## config.mk

```make
export PLATFORM = sky130hd
export DESIGN_NAME = kf2_mul
export DESIGN_NICKNAME = d
export VERILOG_FILES = /design/src/rtl/core/kf2_pkg.sv /design/src/rtl/core/kf2_mul.sv
export SDC_FILE = /design/constraint.sdc
export NUM_CORES = 2
export LEC_CHECK = 0
export BUFFER_PORTS_ARGS = -buffer_cell sky130_fd_sc_hd__buf_2
export CAP_MARGIN = 20
export CORE_MARGIN = 1.5
export CORE_UTILIZATION = 55
export DETAILED_ROUTE_END_ITERATION = 7
export HOLD_SLACK_MARGIN = 0.15
export PLACE_DENSITY_LB_ADDON = 0.15
export REMOVE_ABC_BUFFERS = 1
export SLEW_MARGIN = 5
export SYNTH_ARGS = -nofsm -noshare
export SYNTH_HDL_FRONTEND = slang
export SYNTH_SLANG_ARGS = --single-unit
```

## constraint.sdc

```tcl
create_clock -name clock -period 29.4 [get_ports clock]
set_clock_uncertainty 0.05 [all_clocks]
set_input_delay 2.94 -clock clock [delete_from_list [all_inputs] [get_ports clock]]
set_output_delay 2.94 -clock clock [all_outputs]
set_load 0.05 [all_outputs]
```

## src/rtl/core/kf2_pkg.sv

```systemverilog
`timescale 1ns / 1ps
`default_nettype none
// ----------------------------------------------------------------------------
// kf2_pkg
// types, constants and the saturating helpers of the two-state filter
// ----------------------------------------------------------------------------
package kf2_pkg;

   localparam int FRAC_BITS = 16;
   localparam int WORD_BITS = 32;
   localparam int ACC_BITS  = WORD_BITS + 4;
   localparam int PROD_BITS = 2 * WORD_BITS;

   localparam logic signed [WORD_BITS-1:0] WORD_MAX = {1'b0, {(WORD_BITS-1){1'b1}}};
   localparam logic signed [WORD_BITS-1:0] WORD_MIN = {1'b1, {(WORD_BITS-1){1'b0}}};
   localparam logic signed [WORD_BITS-1:0] FIX_ONE  = WORD_BITS'(1) <<< FRAC_BITS;
   localparam logic signed [WORD_BITS-1:0] COV_INIT = WORD_BITS'(100) <<< FRAC_BITS;

   localparam int NUM_REGS = 7;
   localparam logic [2:0] REG_TRANS_00   = 3'd0;
   localparam logic [2:0] REG_TRANS_01   = 3'd1;
   localparam logic [2:0] REG_TRANS_10   = 3'd2;
   localparam logic [2:0] REG_TRANS_11   = 3'd3;
   localparam logic [2:0] REG_OBS_0      = 3'd4;
   localparam logic [2:0] REG_OBS_1      = 3'd5;
   localparam logic [2:0] REG_MEAS_NOISE = 3'd6;

   typedef logic signed [WORD_BITS-1:0] word_type;
   typedef logic signed [ACC_BITS-1:0]  acc_type;

   typedef struct packed {
      logic signed [31:0] measurement;
      logic signed [31:0] ctrl_pos;
      logic signed [31:0] ctrl_vel;
   } req_type;

   typedef struct packed {
      logic signed [31:0] est_pos;
      logic signed [31:0] est_vel;
      logic signed [31:0] cov_00;
      logic signed [31:0] cov_01;
      logic signed [31:0] cov_10;
      logic signed [31:0] cov_11;
      logic               status;
   } rsp_type;

   typedef struct packed {
      logic     start;
      word_type num;
      word_type den;
   } div_req_type;

   function automatic word_type sat_acc(input acc_type v);
      word_type r;
      if (v > acc_type'(WORD_MAX)) r = WORD_MAX;
      else if (v < acc_type'(WORD_MIN)) r = WORD_MIN;
      else r = v[WORD_BITS-1:0];
      return r;
   endfunction

   function automatic word_type sat_neg(input word_type v);
      word_type r;
      if (v == WORD_MIN) r = WORD_MAX;
      else r = -v;
      return r;
   endfunction

endpackage
`default_nettype wire

```

## src/rtl/core/kf2_mul.sv

```systemverilog
`timescale 1ns / 1ps
`default_nettype none
// ----------------------------------------------------------------------------
// kf2_mul
// shared fixed-point multiplier: registered product, then round and saturate
// ----------------------------------------------------------------------------
module kf2_mul (
   input  wire                   clock,
   input  wire kf2_pkg::word_type a,
   input  wire kf2_pkg::word_type b,
   output kf2_pkg::word_type     prod
);
   import kf2_pkg::*;

   logic                 neg_ff;
   logic [PROD_BITS-1:0] mag_ff;
   logic [WORD_BITS-1:0] ma, mb;
   logic [PROD_BITS:0]   rnd;
   logic [PROD_BITS:0]   shf;
   logic [PROD_BITS:0]   lim;

   assign ma = a[WORD_BITS-1] ? WORD_BITS'(-a) : WORD_BITS'(a);
   assign mb = b[WORD_BITS-1] ? WORD_BITS'(-b) : WORD_BITS'(b);

   always_ff @(posedge clock) begin
      mag_ff <= ma * mb;
      neg_ff <= a[WORD_BITS-1] ^ b[WORD_BITS-1];
   end

   assign rnd = {1'b0, mag_ff} + ((PROD_BITS+1)'(1) << (FRAC_BITS - 1));
   assign shf = rnd >> FRAC_BITS;
   assign lim = neg_ff ? (PROD_BITS+1)'({1'b1, {(WORD_BITS-1){1'b0}}})
                       : (PROD_BITS+1)'({1'b0, {(WORD_BITS-1){1'b1}}});

   always_comb begin
      if (shf > lim) begin
         prod = neg_ff ? WORD_MIN : WORD_MAX;
      end else begin
         prod = neg_ff ? WORD_BITS'(-shf[WORD_BITS-1:0]) : shf[WORD_BITS-1:0];
      end
   end
endmodule
`default_nettype wire

```

==> results by stage <==
Route:
- The detailed-router iteration count before antenna repair is 5.
- Dividing the detail-routed via count by the number of cells gives approximately 5.8.
- The remaining number of nets flagged by the antenna check after routing is 0.
- After the first detailed-routing iteration, the DRC count stood at approximately 2800.
- The post-detailed-route DRC marker count is 0.
- The routed length per instance is between 20 and 25 um.
- Across all layers, the routed design uses 30200 vias.
- The routed wire length is 120 mm.

Synth:
- For this run, the number of Yosys warnings is 0.
- Summing every instance area after synthesis gives around 37000 um2.
- The number of instances in the synthesized netlist is roughly 4300.
- The fraction of post-synthesis cell area in the top cell type by area is just under 50%.
- The cell taking the most area after synthesis is fa_1.
- Yosys mapped a number of flops with a built-in enable equal to 0.
- The most used flip-flop cell after synthesis is dfxtp_1.
- The count of different cell masters after synthesis is 78.
- Yosys attributes the largest share of cell area to fa_1 48%, ha_1 10%, inv_1 9.6%, nor2_1 6.4%, nand2_1 5.4%.
- The async set or reset register ratio after synthesis is 0%.
- The sequential area share after synthesis is under 10%.
- Averaged over all synthesized cells, the footprint is 8.52 um2.
- The flip-flop and latch count after synthesis is 50.

Global route:
- The residual overflow from global routing is 0.
- The first global-routing pass estimated 184 mm of wire.
- The overall fraction of global-route tracks in use is between 30% and 40%.
- The via count of the first global-routing pass is between 30000 and 40000.
- The largest net degree at the start of global routing is 80.
- The number of antenna violations at the first check in global routing is 1.

Run:
- The number of max-capacitance violations reported is 0.

Place:
- The HPWL after detailed placement is 95.1 mm.
- Buffers placed on the I/O ports in this run total 96.
- The congestion estimate from routability-driven global placement came to around 0.98.

Timing:
- The count of final hold-check violations is 0.
- The share of the clock period used by the worst path after layout is 46.3%.
- Derived from the worst setup path, the maximum achievable clock frequency is roughly 0.073 GHz.
- The count of final setup violators is 0.
- The final total negative setup slack is 0 ps.
- Setup repair after global routing left no endpoint under its margin.
- The count of pins over their slew limit is 0.
- The headroom to the max-slew limit is 20.3%.
- The final hold slack is roughly 3300 ps.
- The post-route minimum period is approximately 14000 ps.
- The slew of the pin with the lowest slew margin is about 1200 ps.

Layout:
- The library cells used most frequently in the layout, excluding fill and tap cells, are 948 x inv_1, 895 x fa_1, 633 x nor2_1.
- The post-layout utilization of the core is 59.3%.
- The number of nets in the final layout is about 5600.
- The share of post-route cells with drive strength above 1 is just under 7%.
- Relative to the synthesized area, the layout overhead comes to 6.21%.
- Leaving out fill and tap cells, the most frequent cell in the layout is inv_1.

CTS:
- The clock root buffer is clkbuf_16.
- Once the clock tree was built, the resizer swapped 0 gates to a different size.
- Buffers added to address setup during post-CTS repair amount to 0.
- The clock tree buffer depth is 2.
- The clock-pin transition on the worst setup and hold timing paths is 70 ps.
- The H-tree generated during clock tree synthesis spans 2 levels.
- TritonCTS built the clock tree.
- The clock buffer count from CTS is 5.
- The total of hold buffers inserted after clock tree synthesis is 0.
- For this design, the sink count on the clock tree is 50.

Worst setup path:
- The critical path class is input pin to flop.
- For the worst setup path, the data required time is 29540 ps.
- STA puts the critical path data arrival time at 13760 ps.
- For this run, the slowest stage of the critical path takes 660 ps.
- Among the stages of the critical path, the cell type that occurs most often is fa_1.
- STA classifies the critical path startpoint as an input pin.
- On the critical path, the stage with the largest delay is an instance of xor2_2.
- The type of element capturing the critical path is a flop.
- In this run the worst path has a maximum fanout of 23.

Floorplan:
- The width of the die is ~260 um.
- The area of the die is between 60000 and 70000 um2.
- The floorplan step defined a core boundary enclosing 66200 um2.
- The effective utilization at floorplan is roughly 56%.
- The chip height is around 260 um.
- The count of standard-cell rows is 94.
- The top-level I/O count is 97.

Min path:
- The worst hold path belongs to the class input pin to flop.

Status:
- The flow ran to the end, and the final reports show no timing, DRC or antenna violations.
==> critical path, delay by kind of cell <==
| kind | cells | cell delay [ps] |
|---|---|---|
| and+or+nand+nor | 8 | 2570 |
| buffers and inverters | 6 | 1470 |
| AOI/OAI and AO/OA | 5 | 1530 |
| xor gates and xnor gates | 2 | 800 |
| adders and majority gates | 9 | 4420 |
==> synthesized netlist by cell type, drive strengths merged, types with 18 or more instances <==
library cell	instances
fa	895
clkbuf	184
nand4	45
a21o	46
nor2	633
nand3	40
xnor2	115
a21oi	82
inv	948
or3	19
buf	18
nand2	529
dfxtp	50
xor2	90
o21ai	70
o21a	21
nor3	26
nor4	19
ha	296
==> path summary, 6_finish.rpt <==
check	cells past startpoint	startpoint	slack, ps	to
setup / recovery	30	b[0]	15780	mag_ff[57]
hold / removal	2	b[31]	3330	neg_ff
==> registers in the layout (all words and copies together) (netlist names) <==
name    flops
mag_ff     49
neg_ff      1
==> per-layer routing <==
metal	vias to the layer above	GRT usage (%)	wire, um
li1	13000	-	-
met1	15300	46.3	44900
met2	1576	55.5	53600
met3	375	7.81	12600
met4	2	21.3	8800
met5	-	0	14
==> layout make-up <==
| type | instances | area [um2] |
|---|---|---|
| antenna | 1 | 2.50 |
| clock buffer | 5 | 125 |
| clock inverter | 3 | 28.8 |
| fill | 6043 | 26900 |
| inverter | 948 | 3560 |
| multi-input combinational | 3143 | 32200 |
| sequential | 50 | 1000 |
| tap | 864 | 1080 |
| timing repair buffer | 203 | 1280 |
==> logic make-up (layout without fill, tap and decap cells) <==
family          count (synthesis)  in the layout  synth area share (%)
compound gates                330            330                  5.94
fa+ha+maj                    1191           1191                  58.4
other cells                     0              1                     0
simple gates                 1405           1405                  16.0
xor+xnor                      205            205                  4.85
flops                          50             50                  2.71
buf+inv                      1150           1159                  11.7
mux                            12             12                 0.328
==> through the flow <==
step                setup slack (ps)  area (um2)  cells
floorplan                      16870       36200   4141
global placement               15710       39100   5205
detailed placement             15640       39100   5205
CTS                            15910       39300   5213
global route                   15210       39300   5216
finish                         15780       39300   5217
Power is left out: the tool's default activity adds up to more than one toggle a clock period on the data nets, which glitch-free logic cannot reach.
