`config.mk`:
```
export PLATFORM = sky130hd
export DESIGN_NAME = kf2_div
export DESIGN_NICKNAME = d
export VERILOG_FILES = /design/src/rtl/core/kf2_pkg.sv /design/src/rtl/core/kf2_div.sv
export SDC_FILE = /design/constraint.sdc
export NUM_CORES = 1
export LEC_CHECK = 0
export ABC_AREA = 1
export BUFFER_PORTS_ARGS = -buffer_cell sky130_fd_sc_hd__buf_2
export CORE_MARGIN = 2
export CORE_UTILIZATION = 45
export DETAILED_ROUTE_END_ITERATION = 12
export HOLD_SLACK_MARGIN = 0.03
export SLEW_MARGIN = 20
export SYNTH_ARGS = -nofsm -noshare
export SYNTH_HDL_FRONTEND = slang
export SYNTH_SLANG_ARGS = --single-unit
```
`constraint.sdc`:
```
create_clock -name clock -period 11.2 [get_ports clock]
set_input_delay 0.56 -clock clock [delete_from_list [all_inputs] [get_ports clock]]
set_output_delay 0.56 -clock clock [all_outputs]
set_load 0.05 [all_outputs]
```
`src/rtl/core/kf2_pkg.sv`:
```
`timescale 1ns / 1ps
`default_nettype none
// ----------------------------------------------------------------------------
// kf2_pkg
// types, constants and the saturating helpers of the two-state filter
// ----------------------------------------------------------------------------
package kf2_pkg;

   localparam int FRAC_BITS = 16;
   localparam int WORD_BITS = 32;
   localparam int ACC_BITS  = WORD_BITS + 4;
   localparam int PROD_BITS = 2 * WORD_BITS;

   localparam logic signed [WORD_BITS-1:0] WORD_MAX = {1'b0, {(WORD_BITS-1){1'b1}}};
   localparam logic signed [WORD_BITS-1:0] WORD_MIN = {1'b1, {(WORD_BITS-1){1'b0}}};
   localparam logic signed [WORD_BITS-1:0] FIX_ONE  = WORD_BITS'(1) <<< FRAC_BITS;
   localparam logic signed [WORD_BITS-1:0] COV_INIT = WORD_BITS'(100) <<< FRAC_BITS;

   localparam int NUM_REGS = 7;
   localparam logic [2:0] REG_TRANS_00   = 3'd0;
   localparam logic [2:0] REG_TRANS_01   = 3'd1;
   localparam logic [2:0] REG_TRANS_10   = 3'd2;
   localparam logic [2:0] REG_TRANS_11   = 3'd3;
   localparam logic [2:0] REG_OBS_0      = 3'd4;
   localparam logic [2:0] REG_OBS_1      = 3'd5;
   localparam logic [2:0] REG_MEAS_NOISE = 3'd6;

   typedef logic signed [WORD_BITS-1:0] word_type;
   typedef logic signed [ACC_BITS-1:0]  acc_type;

   typedef struct packed {
      logic signed [31:0] measurement;
      logic signed [31:0] ctrl_pos;
      logic signed [31:0] ctrl_vel;
   } req_type;

   typedef struct packed {
      logic signed [31:0] est_pos;
      logic signed [31:0] est_vel;
      logic signed [31:0] cov_00;
      logic signed [31:0] cov_01;
      logic signed [31:0] cov_10;
      logic signed [31:0] cov_11;
      logic               status;
   } rsp_type;

   typedef struct packed {
      logic     start;
      word_type num;
      word_type den;
   } div_req_type;

   function automatic word_type sat_acc(input acc_type v);
      word_type r;
      if (v > acc_type'(WORD_MAX)) r = WORD_MAX;
      else if (v < acc_type'(WORD_MIN)) r = WORD_MIN;
      else r = v[WORD_BITS-1:0];
      return r;
   endfunction

   function automatic word_type sat_neg(input word_type v);
      word_type r;
      if (v == WORD_MIN) r = WORD_MAX;
      else r = -v;
      return r;
   endfunction

endpackage
`default_nettype wire

```
`src/rtl/core/kf2_div.sv`:
```
`timescale 1ns / 1ps
`default_nettype none
// ----------------------------------------------------------------------------
// kf2_div
// restoring divider, one quotient bit a cycle, num * 2^frac / den, rounded
// ----------------------------------------------------------------------------
module kf2_div (
   input  wire                      clock,
   input  wire                      reset,
   input  wire kf2_pkg::div_req_type req,
   output logic                     done,
   output kf2_pkg::word_type        quot
);
   import kf2_pkg::*;

   localparam int NUM_W = WORD_BITS + FRAC_BITS;
   localparam int CNT_W = $clog2(NUM_W + 1);

   logic                 busy_ff, busy_in;
   logic [CNT_W-1:0]     cnt_ff, cnt_in;
   logic [NUM_W-1:0]     num_ff, num_in;
   logic [WORD_BITS:0]   rem_ff, rem_in;
   logic [WORD_BITS-1:0] den_ff, den_in;
   logic                 neg_ff, neg_in;
   logic [WORD_BITS:0]   trial;
   logic [NUM_W:0]       q_rnd;
   logic [NUM_W:0]       lim;
   logic [WORD_BITS+1:0] twice_rem;

   assign trial = {rem_ff[WORD_BITS-1:0], num_ff[NUM_W-1]};

   always_comb begin
      busy_in = busy_ff;
      cnt_in  = cnt_ff;
      num_in  = num_ff;
      rem_in  = rem_ff;
      den_in  = den_ff;
      neg_in  = neg_ff;
      if (req.start) begin
         busy_in = 1'b1;
         cnt_in  = CNT_W'(NUM_W);
         num_in  = {(req.num[WORD_BITS-1] ? WORD_BITS'(-req.num) : WORD_BITS'(req.num)),
                    {FRAC_BITS{1'b0}}};
         rem_in  = '0;
         den_in  = req.den;
         neg_in  = req.num[WORD_BITS-1];
      end else if (busy_ff) begin
         if (trial >= {1'b0, den_ff}) begin
            rem_in = trial - {1'b0, den_ff};
            num_in = {num_ff[NUM_W-2:0], 1'b1};
         end else begin
            rem_in = trial;
            num_in = {num_ff[NUM_W-2:0], 1'b0};
         end
         cnt_in = cnt_ff - CNT_W'(1);
         if (cnt_ff == CNT_W'(1)) busy_in = 1'b0;
      end
   end

   always_ff @(posedge clock) begin
      if (reset) begin
         busy_ff <= 1'b0;
         cnt_ff  <= '0;
      end else begin
         busy_ff <= busy_in;
         cnt_ff  <= cnt_in;
      end
      num_ff <= num_in;
      rem_ff <= rem_in;
      den_ff <= den_in;
      neg_ff <= neg_in;
   end

   // quotient bits now sit in num_ff, remainder in rem_ff
   assign done      = busy_ff == 1'b0 && cnt_ff == '0;
   assign twice_rem = {rem_ff, 1'b0};
   assign q_rnd     = {1'b0, num_ff} +
                      ((twice_rem >= {2'b0, den_ff}) ? (NUM_W+1)'(1) : (NUM_W+1)'(0));
   assign lim = neg_ff ? (NUM_W+1)'({1'b1, {(WORD_BITS-1){1'b0}}})
                       : (NUM_W+1)'({1'b0, {(WORD_BITS-1){1'b1}}});

   always_comb begin
      if (q_rnd > lim) begin
         quot = neg_ff ? WORD_MIN : WORD_MAX;
      end else begin
         quot = neg_ff ? WORD_BITS'(-q_rnd[WORD_BITS-1:0]) : q_rnd[WORD_BITS-1:0];
      end
   end
endmodule
`default_nettype wire

```
==> metrics <==
status=finished clean; most used cell, CP=inv_1; Startpoint Class=register; WP data required=between 10000 and 15000 ps; vias in the first global route=about 11000; CTS buffer count=17; first-pass GRT wire length=between 50000 and 60000 µm; number of I/O pins=100; Tcrit/Tclk final=approximately 60%; post-DR vias/cell=roughly 5.2; max incr delay on CP=roughly 340 ps; global route overflow=0; RSZ-0062 raised after global routing=no; hold slack final=302 ps; EDFF count, synth=65; via count=11700; final hold viol count=0; Core ar.=between 20000 and 30000 µm²; Detail Placement HPWL=27500 µm; drt pass-1 iters=7; WP data arrival=6130 ps; Layout area overhead=11.1%; drt total wl=approximately 34000 µm; residual DRC count=0; per-cell routed wire length=approximately 15 µm; P_leak=6.06 nW; max_slew headroom=a little under half; total clock sinks=about 120; flop2flop setup slack=~7200 ps; Hold Path Depth=2; CTS Hold Bufs=0; reg2reg end=rem_ff[19]; Yosys warning total=0; post-route ant nets=0; pre-CTS WS=5000 ps; Final Skew=between 9 and 10 ps; Worst IR Drop VDD=0.108 mV; I/O Buffers=between 90 and 100; TritonCTS clock tree=yes; H-tree levels=4; DR iter-0 viols=between 900 and 1000; final setup vio count=0; Max Buffers Root-to-Sink=2; Distinct cells, synth=47; Critical Path Fanout Max=31; Final min period=approximately 6700 ps; Die H=164 µm; slowest cell on the critical path=edfxtp_1; Hold EP=cnt_ff[4]; area of the die=between 20000 and 30000 µm²; setup bufs post-CTS=0; DIE WIDTH=164 µm; sequential-to-total area share from yosys stat=between 20% and 30%; Max-Cap Viols=0; largest net degree at the start of global routing=69; nets=a little over 2000; hold path startpoint=reset; row count=58; Final Util=50.8%; clock slew at reported path FFs=roughly 60 ps; synthesized net count=~2000; pwr/cell area=about 100 nW/µm²; Worst Reg-to-Reg Cells=16; Cell Area, Synth=11500 µm²; Post-Syn Instances=around 1800; worst r2r src=num_ff[47]; GRT Overall Usage=a little over a quarter; gpl congestion=roughly 0.96; Final TNS setup=0 ps; top_reg_cell synth=edfxtp_1; Worst Tran Pin Value=788 ps; max-slew violations=0; Worst Hold Class=in2reg; Initial Util=45.8%; Clk Latency, worst-skew pair=430 ps; worst setup margin=4510 ps; Max Freq=about 150 MHz; Post-synth ARST share=0%; proportion of layout cells with a drive suffix above 1=11.6%; syn avg cell area=~6.3 µm²; critical path class=reg2out; clk root buf=clkbuf_16; Resized cells post-CTS=0; crit end category=output pin; initial antenna violation count=1; register bit total from synthesis=121
-- layout make-up --
class                           count  area [µm²]
Antenna cell                        1        2.50
Sequential cell                   121        3070
Clock buffer                       19         453
Multi-Input combinational cell   1407        7260
Inverter                          245         921
Clock inverter                     13        91.3
Fill cell                        2729       12300
Timing Repair Buffer              106         548
Tap cell                          330         413
-- through the flow --
step           cell area (µm²)  total power, mW  std cells
2_1_floorplan            11500            0.728       1811
3_3_place_gp             12200            0.810       2209
3_5_place_dp             12200            0.813       2209
4_1_cts                  12800             1.33       2241
5_1_grt                  12800             1.39       2241
6_report                 12800             1.32       2242
-- power breakdown --
part           internal (mW)  total, mW  switching, mW
Combinational         0.0844      0.286          0.202
Sequential             0.496      0.519         0.0222
Clock                  0.296      0.512          0.216
Total                  0.877       1.32          0.440
-- registers in the layout, summed over array words and instances, names as in the netlist --
name     cells
den_ff      32
rem_ff      33
busy_ff      1
num_ff      48
cnt_ff       6
neg_ff       1
-- cells in the final DEF (no fill, tap or decap), types with 4 or more instances in the layout --
master	synthesis	layout
nand3_1	148	148
nand4_1	37	37
inv_4	0	4
inv_1	238	238
o22ai_1	33	33
xnor2_1	16	16
buf_2	4	99
o21a_1	5	5
nor2_1	204	202
edfxtp_1	65	65
nand2_1	549	549
o21bai_1	7	7
nand2_2	22	22
nor3_1	20	20
o21ai_0	97	97
a21oi_1	81	80
xor2_1	26	26
a21o_1	6	6
buf_4	0	7
ha_1	71	71
a211oi_1	5	5
clkinv_2	1	4
o21ai_2	26	26
nor2_2	8	10
nand3b_1	4	4
nor2_4	10	10
dfxtp_1	56	56
clkbuf_16	0	17
-- per-layer routing --
layer	vias up	GRT usage, %	wire length, µm	part of all wire [%]
met4	0	7.93	809	2.4
met2	304	45.8	16400	48
met3	41	2.70	1510	4.4
met5	-	0	0	0
met1	5272	34.5	15500	45
li1	6114	-	-	-
-- critical path: cells and delay by family, from the launching register on --
kind	cells	cell delay, ps
AOI/OAI and AO/OA	5	670
DFF	1	340
xor gates and xnor gates	1	300
buffers and inverters	6	570
and+or+nand+nor	17	2850
adders and majority gates	3	910
-- cell usage after synthesis, types with 4 or more instances --
library cell,number,area [µm²]
a211oi_1,5,37.5
a21o_1,6,45.0
a21oi_1,81,405
buf_2,4,20.0
buf_6,6,67.6
clkbuf_1,22,82.6
clkinv_1,4,15.0
dfxtp_1,56,1120
edfxtp_1,65,1950
ha_1,71,888
inv_1,238,893
nand2_1,549,2060
nand2_2,22,138
nand3_1,148,741
nand3b_1,4,30.0
nand4_1,37,231
nor2_1,204,766
nor2_2,8,50.1
nor2_4,10,113
nor3_1,20,100
o21a_1,5,37.5
o21ai_0,97,485
o21ai_2,26,228
o21bai_1,7,52.6
o22ai_1,33,206
xnor2_1,16,140
xor2_1,26,228
-- cell families (layout without fill, tap and decap cells) --
logic type      after synthesis  in the layout  share of synthesized area [%]
simple gates               1021           1021                           38.3
buf+inv                     283            383                           10.1
compound gates              272            272                           13.8
flops                       121            121                           26.7
fa+ha+maj                    72             72                           7.91
xor+xnor                     42             42                           3.20
other cells                   0              1                              0
-- how the worst max path moves through the flow --
stage | startpoint | to | slack (ps)
floorplan | den_ff[13] | quot[28] | 6030
global placement | den_ff[14] | quot[26] | 5280
detailed placement | den_ff[13] | quot[26] | 5000
CTS | den_ff[13] | quot[26] | 4520
global route | den_ff[13] | quot[28] | 3980
finish | den_ff[13] | quot[26] | 4510
No activity file was read; power rests on OpenSTA's default activity.
